`src/design/hc2_pkg.sv`:
```
// Shared types, constants and mod-26 helpers for the 2x2 Hill cipher core.
// No dependencies; imported by every module of the block.
package hc2_pkg;

    localparam int unsigned LetterW = 5;
    localparam int unsigned CfgIdxW = 3;

    localparam logic [LetterW-1:0] Letters = 5'd26;

    // Configuration register indexes
    localparam logic [CfgIdxW-1:0] CFG_KEY_R0C0  = 3'd0;
    localparam logic [CfgIdxW-1:0] CFG_KEY_R0C1  = 3'd1;
    localparam logic [CfgIdxW-1:0] CFG_KEY_R1C0  = 3'd2;
    localparam logic [CfgIdxW-1:0] CFG_KEY_R1C1  = 3'd3;
    localparam logic [CfgIdxW-1:0] CFG_DIRECTION = 3'd4;

    // Reset values of the key registers
    localparam logic [LetterW-1:0] KeyR0C0Rst = 5'd2;
    localparam logic [LetterW-1:0] KeyR0C1Rst = 5'd3;
    localparam logic [LetterW-1:0] KeyR1C0Rst = 5'd3;
    localparam logic [LetterW-1:0] KeyR1C1Rst = 5'd6;

    localparam logic DirEncrypt = 1'b0;
    localparam logic DirDecrypt = 1'b1;

    typedef logic [LetterW-1:0] letter_t;

    typedef struct packed {
        letter_t p;   // first letter of the pair
        letter_t x;   // second letter of the pair
    } pair_t;

    typedef struct packed {
        letter_t r0c0;
        letter_t r0c1;
        letter_t r1c0;
        letter_t r1c1;
        logic    direction;
    } key_t;

    typedef enum logic [3:0] {
        BK_IDLE,
        BK_DET,
        BK_INV,
        BK_MPROD,
        BK_MRED,
        BK_YPROD,
        BK_YRED,
        BK_EMIT0,
        BK_EMIT1
    } back_state_t;

    // Fold a 5-bit value into 0..25.
    function automatic letter_t reduce5(input letter_t v);
        letter_t r;
        r = v;
        if (v >= Letters)
        begin
            r = v - Letters;
        end
        return r;
    endfunction

    // v mod 26 for v < 2048: quotient estimate by 78/2048 (never high, at
    // most one low), then one correcting subtract.
    function automatic letter_t mod26(input logic [10:0] v);
        logic [17:0] qprod;
        logic [6:0]  q;
        logic [10:0] qm;
        logic [10:0] r;
        qprod = 18'(v) * 18'd78;
        q     = qprod[17:11];
        qm    = 11'(q) * 11'd26;
        r     = v - qm;
        if (r >= 11'd26)
        begin
            r = r - 11'd26;
        end
        return r[LetterW-1:0];
    endfunction

    // Multiplicative inverse mod 26, zero where none exists.
    function automatic letter_t inv26(input letter_t d);
        letter_t r;
        case (d)
            5'd1:    r = 5'd1;
            5'd3:    r = 5'd9;
            5'd5:    r = 5'd21;
            5'd7:    r = 5'd15;
            5'd9:    r = 5'd3;
            5'd11:   r = 5'd19;
            5'd15:   r = 5'd7;
            5'd17:   r = 5'd23;
            5'd19:   r = 5'd11;
            5'd21:   r = 5'd5;
            5'd23:   r = 5'd17;
            5'd25:   r = 5'd25;
            default: r = 5'd0;
        endcase
        return r;
    endfunction

endpackage

```
`src/design/hc2_front.sv`:
```
// Front end: accepts letters, folds them into 0..25 and pairs them.
// Depends on hc2_pkg; pushes completed pairs into hc2_pairq.
module hc2_front (
    input  logic            clk,
    input  logic            rst_n,
    input  logic            letter_valid,
    input  hc2_pkg::letter_t letter_in,
    output logic            letter_stall,
    input  logic            q_full,
    output logic            push,
    output hc2_pkg::pair_t  push_pair
);
    import hc2_pkg::*;

    letter_t held_letter_reg;
    letter_t held_letter_next;
    logic    held_valid_reg;
    logic    held_valid_next;
    letter_t letter_fold;
    logic    accept;

    assign letter_fold  = reduce5(letter_in);
    // Only the second letter of a pair needs queue room.
    assign letter_stall = held_valid_reg && q_full;
    assign accept       = letter_valid && !letter_stall;
    assign push         = accept && held_valid_reg;
    assign push_pair    = '{p: held_letter_reg, x: letter_fold};

    always_comb
    begin
        held_letter_next = held_letter_reg;
        held_valid_next  = held_valid_reg;
        if (accept)
        begin
            held_valid_next = !held_valid_reg;
            if (!held_valid_reg)
            begin
                held_letter_next = letter_fold;
            end
        end
    end

    always_ff @(posedge clk or negedge rst_n)
    begin
        if (!rst_n)
        begin
            held_letter_reg <= '0;
            held_valid_reg  <= 1'b0;
        end
        else
        begin
            held_letter_reg <= held_letter_next;
            held_valid_reg  <= held_valid_next;
        end
    end

endmodule

```
`src/design/hc2_pairq.sv`:
```
// Two-entry queue of letter pairs between the front and back ends.
// Depends on hc2_pkg for pair_t.
module hc2_pairq (
    input  logic           clk,
    input  logic           rst_n,
    input  logic           push,
    input  hc2_pkg::pair_t push_pair,
    input  logic           pop,
    output hc2_pkg::pair_t head,
    output logic           empty,
    output logic           full
);
    import hc2_pkg::*;

    pair_t       mem [2];
    logic        wr_ptr_reg;
    logic        wr_ptr_next;
    logic        rd_ptr_reg;
    logic        rd_ptr_next;
    logic [1:0]  count_reg;
    logic [1:0]  count_next;

    assign empty = (count_reg == 2'd0);
    assign full  = (count_reg == 2'd2);
    assign head  = mem[rd_ptr_reg];

    always_comb
    begin
        wr_ptr_next = wr_ptr_reg;
        rd_ptr_next = rd_ptr_reg;
        count_next  = count_reg;
        if (push)
        begin
            wr_ptr_next = !wr_ptr_reg;
        end
        if (pop)
        begin
            rd_ptr_next = !rd_ptr_reg;
        end
        if (push && !pop)
        begin
            count_next = count_reg + 2'd1;
        end
        else if (pop && !push)
        begin
            count_next = count_reg - 2'd1;
        end
    end

    always_ff @(posedge clk)
    begin
        if (push)
        begin
            mem[wr_ptr_reg] <= push_pair;
        end
    end

    always_ff @(posedge clk or negedge rst_n)
    begin
        if (!rst_n)
        begin
            wr_ptr_reg <= 1'b0;
            rd_ptr_reg <= 1'b0;
            count_reg  <= 2'd0;
        end
        else
        begin
            wr_ptr_reg <= wr_ptr_next;
            rd_ptr_reg <= rd_ptr_next;
            count_reg  <= count_next;
        end
    end

endmodule

```
`src/design/hc2_back.sv`:
```
// Back end: takes a pair from the queue, forms the (inverse) key matrix,
// multiplies mod 26 and emits two results through an output register.
// Depends on hc2_pkg.
module hc2_back (
    input  logic             clk,
    input  logic             rst_n,
    input  hc2_pkg::key_t    key,
    input  hc2_pkg::pair_t   head,
    input  logic             q_empty,
    output logic             pop,
    output logic             result_valid,
    input  logic             result_stall,
    output hc2_pkg::letter_t letter_out,
    output logic             pair_end,
    output logic             key_error
);
    import hc2_pkg::*;

    back_state_t state_reg;
    back_state_t state_next;

    pair_t       pair_reg;
    logic [10:0] det_raw_reg;
    letter_t     inv_reg;
    logic        err_reg;
    logic [9:0]  mprod_reg [4];
    letter_t     m_reg [4];
    logic [10:0] y0_raw_reg;
    logic [10:0] y1_raw_reg;
    letter_t     y0_reg;
    letter_t     y1_reg;

    logic        result_valid_reg;
    logic        result_valid_next;
    letter_t     letter_out_reg;
    logic        pair_end_reg;
    logic        key_error_reg;

    logic        load0;
    logic        load1;
    logic        slot_free;

    letter_t     ka;
    letter_t     kb;
    letter_t     kc;
    letter_t     kd;
    letter_t     det;
    letter_t     inv;
    logic [9:0]  ad;
    logic [9:0]  bc;
    logic [9:0]  m00p;
    logic [9:0]  m01x;
    logic [9:0]  m10p;
    logic [9:0]  m11x;

    assign ka = reduce5(key.r0c0);
    assign kb = reduce5(key.r0c1);
    assign kc = reduce5(key.r1c0);
    assign kd = reduce5(key.r1c1);

    assign ad  = 10'(ka) * 10'(kd);
    assign bc  = 10'(kb) * 10'(kc);
    assign det = mod26(det_raw_reg);
    assign inv = inv26(det);

    assign m00p = 10'(m_reg[0]) * 10'(pair_reg.p);
    assign m01x = 10'(m_reg[1]) * 10'(pair_reg.x);
    assign m10p = 10'(m_reg[2]) * 10'(pair_reg.p);
    assign m11x = 10'(m_reg[3]) * 10'(pair_reg.x);

    assign slot_free    = !result_valid_reg || !result_stall;
    assign result_valid = result_valid_reg;
    assign letter_out   = letter_out_reg;
    assign pair_end     = pair_end_reg;
    assign key_error    = key_error_reg;

    always_comb
    begin
        state_next = state_reg;
        pop        = 1'b0;
        load0      = 1'b0;
        load1      = 1'b0;
        case (state_reg)
            BK_IDLE:
            begin
                if (!q_empty)
                begin
                    pop        = 1'b1;
                    state_next = BK_DET;
                end
            end
            BK_DET:   state_next = BK_INV;
            BK_INV:   state_next = BK_MPROD;
            BK_MPROD: state_next = BK_MRED;
            BK_MRED:  state_next = BK_YPROD;
            BK_YPROD: state_next = BK_YRED;
            BK_YRED:  state_next = BK_EMIT0;
            BK_EMIT0:
            begin
                if (slot_free)
                begin
                    load0      = 1'b1;
                    state_next = BK_EMIT1;
                end
            end
            BK_EMIT1:
            begin
                if (slot_free)
                begin
                    load1      = 1'b1;
                    state_next = BK_IDLE;
                end
            end
            default:  state_next = BK_IDLE;
        endcase
    end

    always_comb
    begin
        result_valid_next = result_valid_reg;
        if (load0 || load1)
        begin
            result_valid_next = 1'b1;
        end
        else if (!result_stall)
        begin
            result_valid_next = 1'b0;
        end
    end

    always_ff @(posedge clk or negedge rst_n)
    begin
        if (!rst_n)
        begin
            state_reg        <= BK_IDLE;
            result_valid_reg <= 1'b0;
        end
        else
        begin
            state_reg        <= state_next;
            result_valid_reg <= result_valid_next;
        end
    end

    // Datapath: one product or one reduction per step.
    always_ff @(posedge clk)
    begin
        if (pop)
        begin
            pair_reg <= head;
        end
        if (state_reg == BK_DET)
        begin
            // ad - bc kept non-negative by adding 26*26
            det_raw_reg <= 11'(ad) + 11'd676 - 11'(bc);
        end
        if (state_reg == BK_INV)
        begin
            inv_reg <= inv;
            err_reg <= (key.direction == DirDecrypt) && (inv == 5'd0);
        end
        if (state_reg == BK_MPROD)
        begin
            if (key.direction == DirDecrypt)
            begin
                mprod_reg[0] <= 10'(kd) * 10'(inv_reg);
                mprod_reg[1] <= 10'(Letters - kb) * 10'(inv_reg);
                mprod_reg[2] <= 10'(Letters - kc) * 10'(inv_reg);
                mprod_reg[3] <= 10'(ka) * 10'(inv_reg);
            end
            else
            begin
                mprod_reg[0] <= 10'(ka);
                mprod_reg[1] <= 10'(kb);
                mprod_reg[2] <= 10'(kc);
                mprod_reg[3] <= 10'(kd);
            end
        end
        if (state_reg == BK_MRED)
        begin
            for (int i = 0; i < 4; i++)
            begin
                m_reg[i] <= mod26(11'(mprod_reg[i]));
            end
        end
        if (state_reg == BK_YPROD)
        begin
            y0_raw_reg <= 11'(m00p) + 11'(m01x);
            y1_raw_reg <= 11'(m10p) + 11'(m11x);
        end
        if (state_reg == BK_YRED)
        begin
            y0_reg <= err_reg ? 5'd0 : mod26(y0_raw_reg);
            y1_reg <= err_reg ? 5'd0 : mod26(y1_raw_reg);
        end
        if (load0)
        begin
            letter_out_reg <= y0_reg;
            pair_end_reg   <= 1'b0;
            key_error_reg  <= err_reg;
        end
        else if (load1)
        begin
            letter_out_reg <= y1_reg;
            pair_end_reg   <= 1'b1;
            key_error_reg  <= err_reg;
        end
    end

endmodule

```
`src/design/hill_cipher_2x2_mod26_core.sv`:
```
// Hill cipher 2x2 mod 26 core: letters in, enciphered or deciphered pairs out.
// Letters 0..25 (inputs 26..31 fold to 0..5) enter on the letter channel and
// are paired; each completed pair produces two results, first then second
// letter, the second marked by pair_end. The front end takes a letter each
// cycle while the two-entry pair queue has room; the back end handles one
// pair at a time (determinant, inverse lookup, matrix products and
// reductions, two output transactions) and returns to idle before popping
// the next, so the multi-step back end sets the sustained rate. In decrypt
// mode a key whose determinant has no inverse mod 26 yields key_error = 1 and
// letter 0 on both results. Key and direction registers are written through
// the cfg port, which is always ready; write them only while the block is idle.
// Depends on hc2_pkg, hc2_front, hc2_pairq and hc2_back.
module hill_cipher_2x2_mod26_core (
    input  logic                            clk,
    input  logic                            rst_n,
    input  logic                            letter_valid,
    output logic                            letter_stall,
    input  hc2_pkg::letter_t                letter_in,
    output logic                            result_valid,
    input  logic                            result_stall,
    output hc2_pkg::letter_t                letter_out,
    output logic                            pair_end,
    output logic                            key_error,
    input  logic                            cfg_valid,
    output logic                            cfg_ready,
    input  logic [hc2_pkg::CfgIdxW-1:0]     cfg_index,
    input  logic [hc2_pkg::LetterW-1:0]     cfg_data
);
    import hc2_pkg::*;

    key_t  key_reg;
    key_t  key_next;
    logic  push;
    pair_t push_pair;
    logic  pop;
    pair_t head;
    logic  q_empty;
    logic  q_full;

    assign cfg_ready = 1'b1;

    always_comb
    begin
        key_next = key_reg;
        if (cfg_valid && cfg_ready)
        begin
            case (cfg_index)
                CFG_KEY_R0C0:  key_next.r0c0      = cfg_data;
                CFG_KEY_R0C1:  key_next.r0c1      = cfg_data;
                CFG_KEY_R1C0:  key_next.r1c0      = cfg_data;
                CFG_KEY_R1C1:  key_next.r1c1      = cfg_data;
                CFG_DIRECTION: key_next.direction = cfg_data[0];
                default:       key_next = key_reg;
            endcase
        end
    end

    always_ff @(posedge clk or negedge rst_n)
    begin
        if (!rst_n)
        begin
            key_reg <= '{r0c0: KeyR0C0Rst, r0c1: KeyR0C1Rst, r1c0: KeyR1C0Rst,
                         r1c1: KeyR1C1Rst, direction: DirEncrypt};
        end
        else
        begin
            key_reg <= key_next;
        end
    end

    hc2_front u_front (
        .clk          (clk),
        .rst_n        (rst_n),
        .letter_valid (letter_valid),
        .letter_in    (letter_in),
        .letter_stall (letter_stall),
        .q_full       (q_full),
        .push         (push),
        .push_pair    (push_pair)
    );

    hc2_pairq u_pairq (
        .clk       (clk),
        .rst_n     (rst_n),
        .push      (push),
        .push_pair (push_pair),
        .pop       (pop),
        .head      (head),
        .empty     (q_empty),
        .full      (q_full)
    );

    hc2_back u_back (
        .clk          (clk),
        .rst_n        (rst_n),
        .key          (key_reg),
        .head         (head),
        .q_empty      (q_empty),
        .pop          (pop),
        .result_valid (result_valid),
        .result_stall (result_stall),
        .letter_out   (letter_out),
        .pair_end     (pair_end),
        .key_error    (key_error)
    );

endmodule

```
`config.mk`:
```
export PLATFORM = sky130hd
export DESIGN_NAME = hill_cipher_2x2_mod26_core
export DESIGN_NICKNAME = d
export VERILOG_FILES = /design/src/design/hc2_pkg.sv /design/src/design/hc2_front.sv /design/src/design/hc2_pairq.sv /design/src/design/hc2_back.sv /design/src/design/hill_cipher_2x2_mod26_core.sv
export SDC_FILE = /design/constraint.sdc
export NUM_CORES = 1
export LEC_CHECK = 0
export BUFFER_PORTS_ARGS = -buffer_cell sky130_fd_sc_hd__buf_2
export CORE_ASPECT_RATIO = 1.1
export CORE_MARGIN = 10
export CORE_UTILIZATION = 60
export DETAILED_ROUTE_END_ITERATION = 10
export PLACE_DENSITY = 0.8
export SYNTH_ARGS = -nofsm -noshare
export SYNTH_HDL_FRONTEND = slang
export SYNTH_SLANG_ARGS = --single-unit
```
`constraint.sdc`:
```
create_clock -name clk -period 7 [get_ports clk]
set_input_delay 0.7 -clock clk [delete_from_list [all_inputs] [get_ports clk]]
set_output_delay 0.7 -clock clk [all_outputs]
set_load 0.02 [all_outputs]
```
==> impl_metrics.toml <==
[status]
status = "finished, violations left"
violations = "negative setup slack"

[placement]
place_inst = 3674
gp_congestion = 0.9034
portBuffers = 26
dpl.hpwl_mm = 47.98

[synthesis]
ys_async_sr_fraction_pct = 19.78
synth_common_cells = "inv_1 (584), ha_1 (514), fa_1 (283)"
synth.most_common_cell = "inv_1"
synthCells = 2934
synth_flop_cell = "edfxtp_1"
yosysSeqAreaShare_pct = 18.41
synth_edf_count = 130
ys_types = 80
synth_warnings = 0
synth_nets = 3749
netlist_area_mm2 = 0.02788
ys_ff_latch = 182
yosysTopAreaCell = "ha_1"
netlist.area_leader.share_pct = 23.07
syn_avg_cell_area_um2 = 9.503
ys_top_cells_by_area = "ha_1 (23%), fa_1 (20%), edfxtp_1 (14%)"

[layout]
areaGrowthSynthToFinish_pct = 15.03
diodes = 0
largest_reg_flops = 40
drive_above_1_share_pct = 17.60
final_util_pct = 70.09
fin_nets = 3972
fin_cells = 3758
fill_cells = 3197

[global_route]
antenna_found_initial = 0
grt.busiest_layer = "met2"
grt_pass1_vias = 22837
globalRouteMet2Util_pct = 42.57
grt_overflow = 0
grt_util_met1_pct = 23.35
grt_use_met3_pct = 3.375
track_usage_pct = 21.99
grt_max_degree = 37
grt_pass1_wl_mm = 101.3

[setup_path]
startpoint_type = "register"
crit_arrival_ns = 7.40
startpoint = "u_back.det_raw_reg[7]"
critical_path.max_fanout = 5
slowest_stage = "fa_1"
cp-end-kind = "register"
critical_path.top_delay_family = "adder cells"
critPathMaxStageDelay_ns = 0.59
required_ns = 7.31
crit_buf_inv = 4
r2r-start = "u_back.det_raw_reg[7]"
worst-setup-path-type = "register to register"

[timing]
setup_viol = 4
worst_slew_margin_rel_pct = 14.13
rsz0062_at_grt = "yes"
timing.hold.ws_ns = 0.3402
fmax_mhz = 141.1
drv_slew = 0
worst_pin_slew_ns = 1.271
skew_ns = 0.01295
finalCritPeriodShare_pct = 101.3
hold_viol_final = 0
min_period_ns = 7.089
setup_ws_ns = -0.08946

[clocking]
htree_levels = 4
cts.hold.buffers_added = 0
cts_buffer_depth = 2
clock_latency_ns = 0.50
cts_tree = "built"
cts_buffers = 17
cts_root_buf = "clkbuf_16"
path_clk_slew_ns = 0.08
numClockSinks = 182

[floorplan]
core.rowCount = 82
die_x_um = 225.5
core_area_mm2 = 0.04576
start_util_pct = 60.93
ios = 28
die_h_um = 246.1
die_area_mm2 = 0.05550

[job]
cap_violations = 0

[drt]
drt_first_iter_violations = 1011
drc = 0
ant_nets = 0
firstDrtPassIters = 5
num_vias = 21226
vias_per_cell = 5.648
wire_per_inst_um = 16.23
drt-total-wl_mm = 60.99

[min_path]
min_path_type = "input pin to asynchronous set/reset pin"
worst register-to-register path: cells and delay by family (launching register included):
| family | cells | cell delay (ns) |
|---|---|---|
| adders and majority gates | 8 | 3.16 |
| AOI/OAI and AO/OA | 9 | 1.69 |
| and+or+nand+nor | 7 | 0.74 |
| DFF | 1 | 0.41 |
| buffers and inverters | 4 | 0.41 |
| muxes | 1 | 0.30 |
| xor gates and xnor gates | 2 | 0.21 |
metrics by stage:
step	TNS, ns	cell area (µm²)	worst slack [ns]
after floorplan	0	27930	0.002942
after global placement	-0.01811	29920	-0.01242
after detailed placement	-4.450	29920	-0.2859
after CTS	0	30960	0.001823
after global routing	-5.290	32070	-0.4111
final	-0.2886	32070	-0.08946
path summary, 6_finish.rpt:
kind | depth (start not counted) | end | slack [ns]
setup / recovery | 31 | u_back.inv_reg[3] | -0.09
hold / removal | 1 | key_reg[4] | 0.34
setup reg to reg | 31 | u_back.inv_reg[3] | -0.09
hold reg to reg | 0 | u_pairq.mem[0][7] | 0.48
max in group asynchronous | 1 | u_pairq.rd_ptr_reg | 6.07
min in group clk | 1 | u_pairq.mem[1][0] | 0.41
layout make-up:
cell class,instances,area (µm²),area share [%]
multi-input cells,2122,21520,67.12
flip-flops and latches,182,5154,16.07
inverters,584,2192,6.835
repair buffers,250,1879,5.860
well taps,588,735.7,2.294
clock buffers,17,425.4,1.326
clock inverters,15,160.2,0.4994
metal layers:
metal / part of all wire [%] / up-vias / routed length, µm
met3: 3.4 / 161 / 2067
met4: 3.4 / 0 / 2058
met5: 0 / - / 0
met1: 39 / 10531 / 23540
met2: 55 / 431 / 33330
li1: - / 10103 / -
placed cells by master (no fill, tap or decap), types with 29 or more instances in the layout:
master,synthesis,layout
a21o_1,31,31
a21oi_1,137,105
a21oi_2,1,29
and2_1,122,121
buf_4,1,206
dfrtp_1,29,29
edfxtp_1,130,130
fa_1,283,279
ha_1,514,476
ha_4,0,29
inv_1,584,550
inv_2,0,34
mux2_2,36,35
nand2_1,168,165
nand2b_1,32,32
nor2_1,164,152
nor2b_1,40,37
nor3_1,36,29
o21a_1,31,31
o21ai_0,89,73
o21bai_1,35,32
xnor2_1,117,100
xor2_1,60,52
repair_timing:
item | 4_1_cts | 5_1_grt
endpoints found under the setup margin | 27 | 30
pin swaps | 51 | 170
gates resized for setup | 77 | 189
setup buffers | 19 | 33
kinds of logic (layout without fill, tap and decap cells):
kind of cell,Yosys count,after routing,synth area share [%]
fa+ha+maj,797,797,43.39
simple gates,642,642,11.42
buf+inv,630,866,8.522
compound gates,453,453,10.60
flops,182,182,18.41
xor+xnor,179,179,5.677
mux,50,50,1.961
other cells,1,1,0.01345
Power is not shown: default switching activity piles up to over one toggle a cycle in this logic, so the estimate is an artifact.
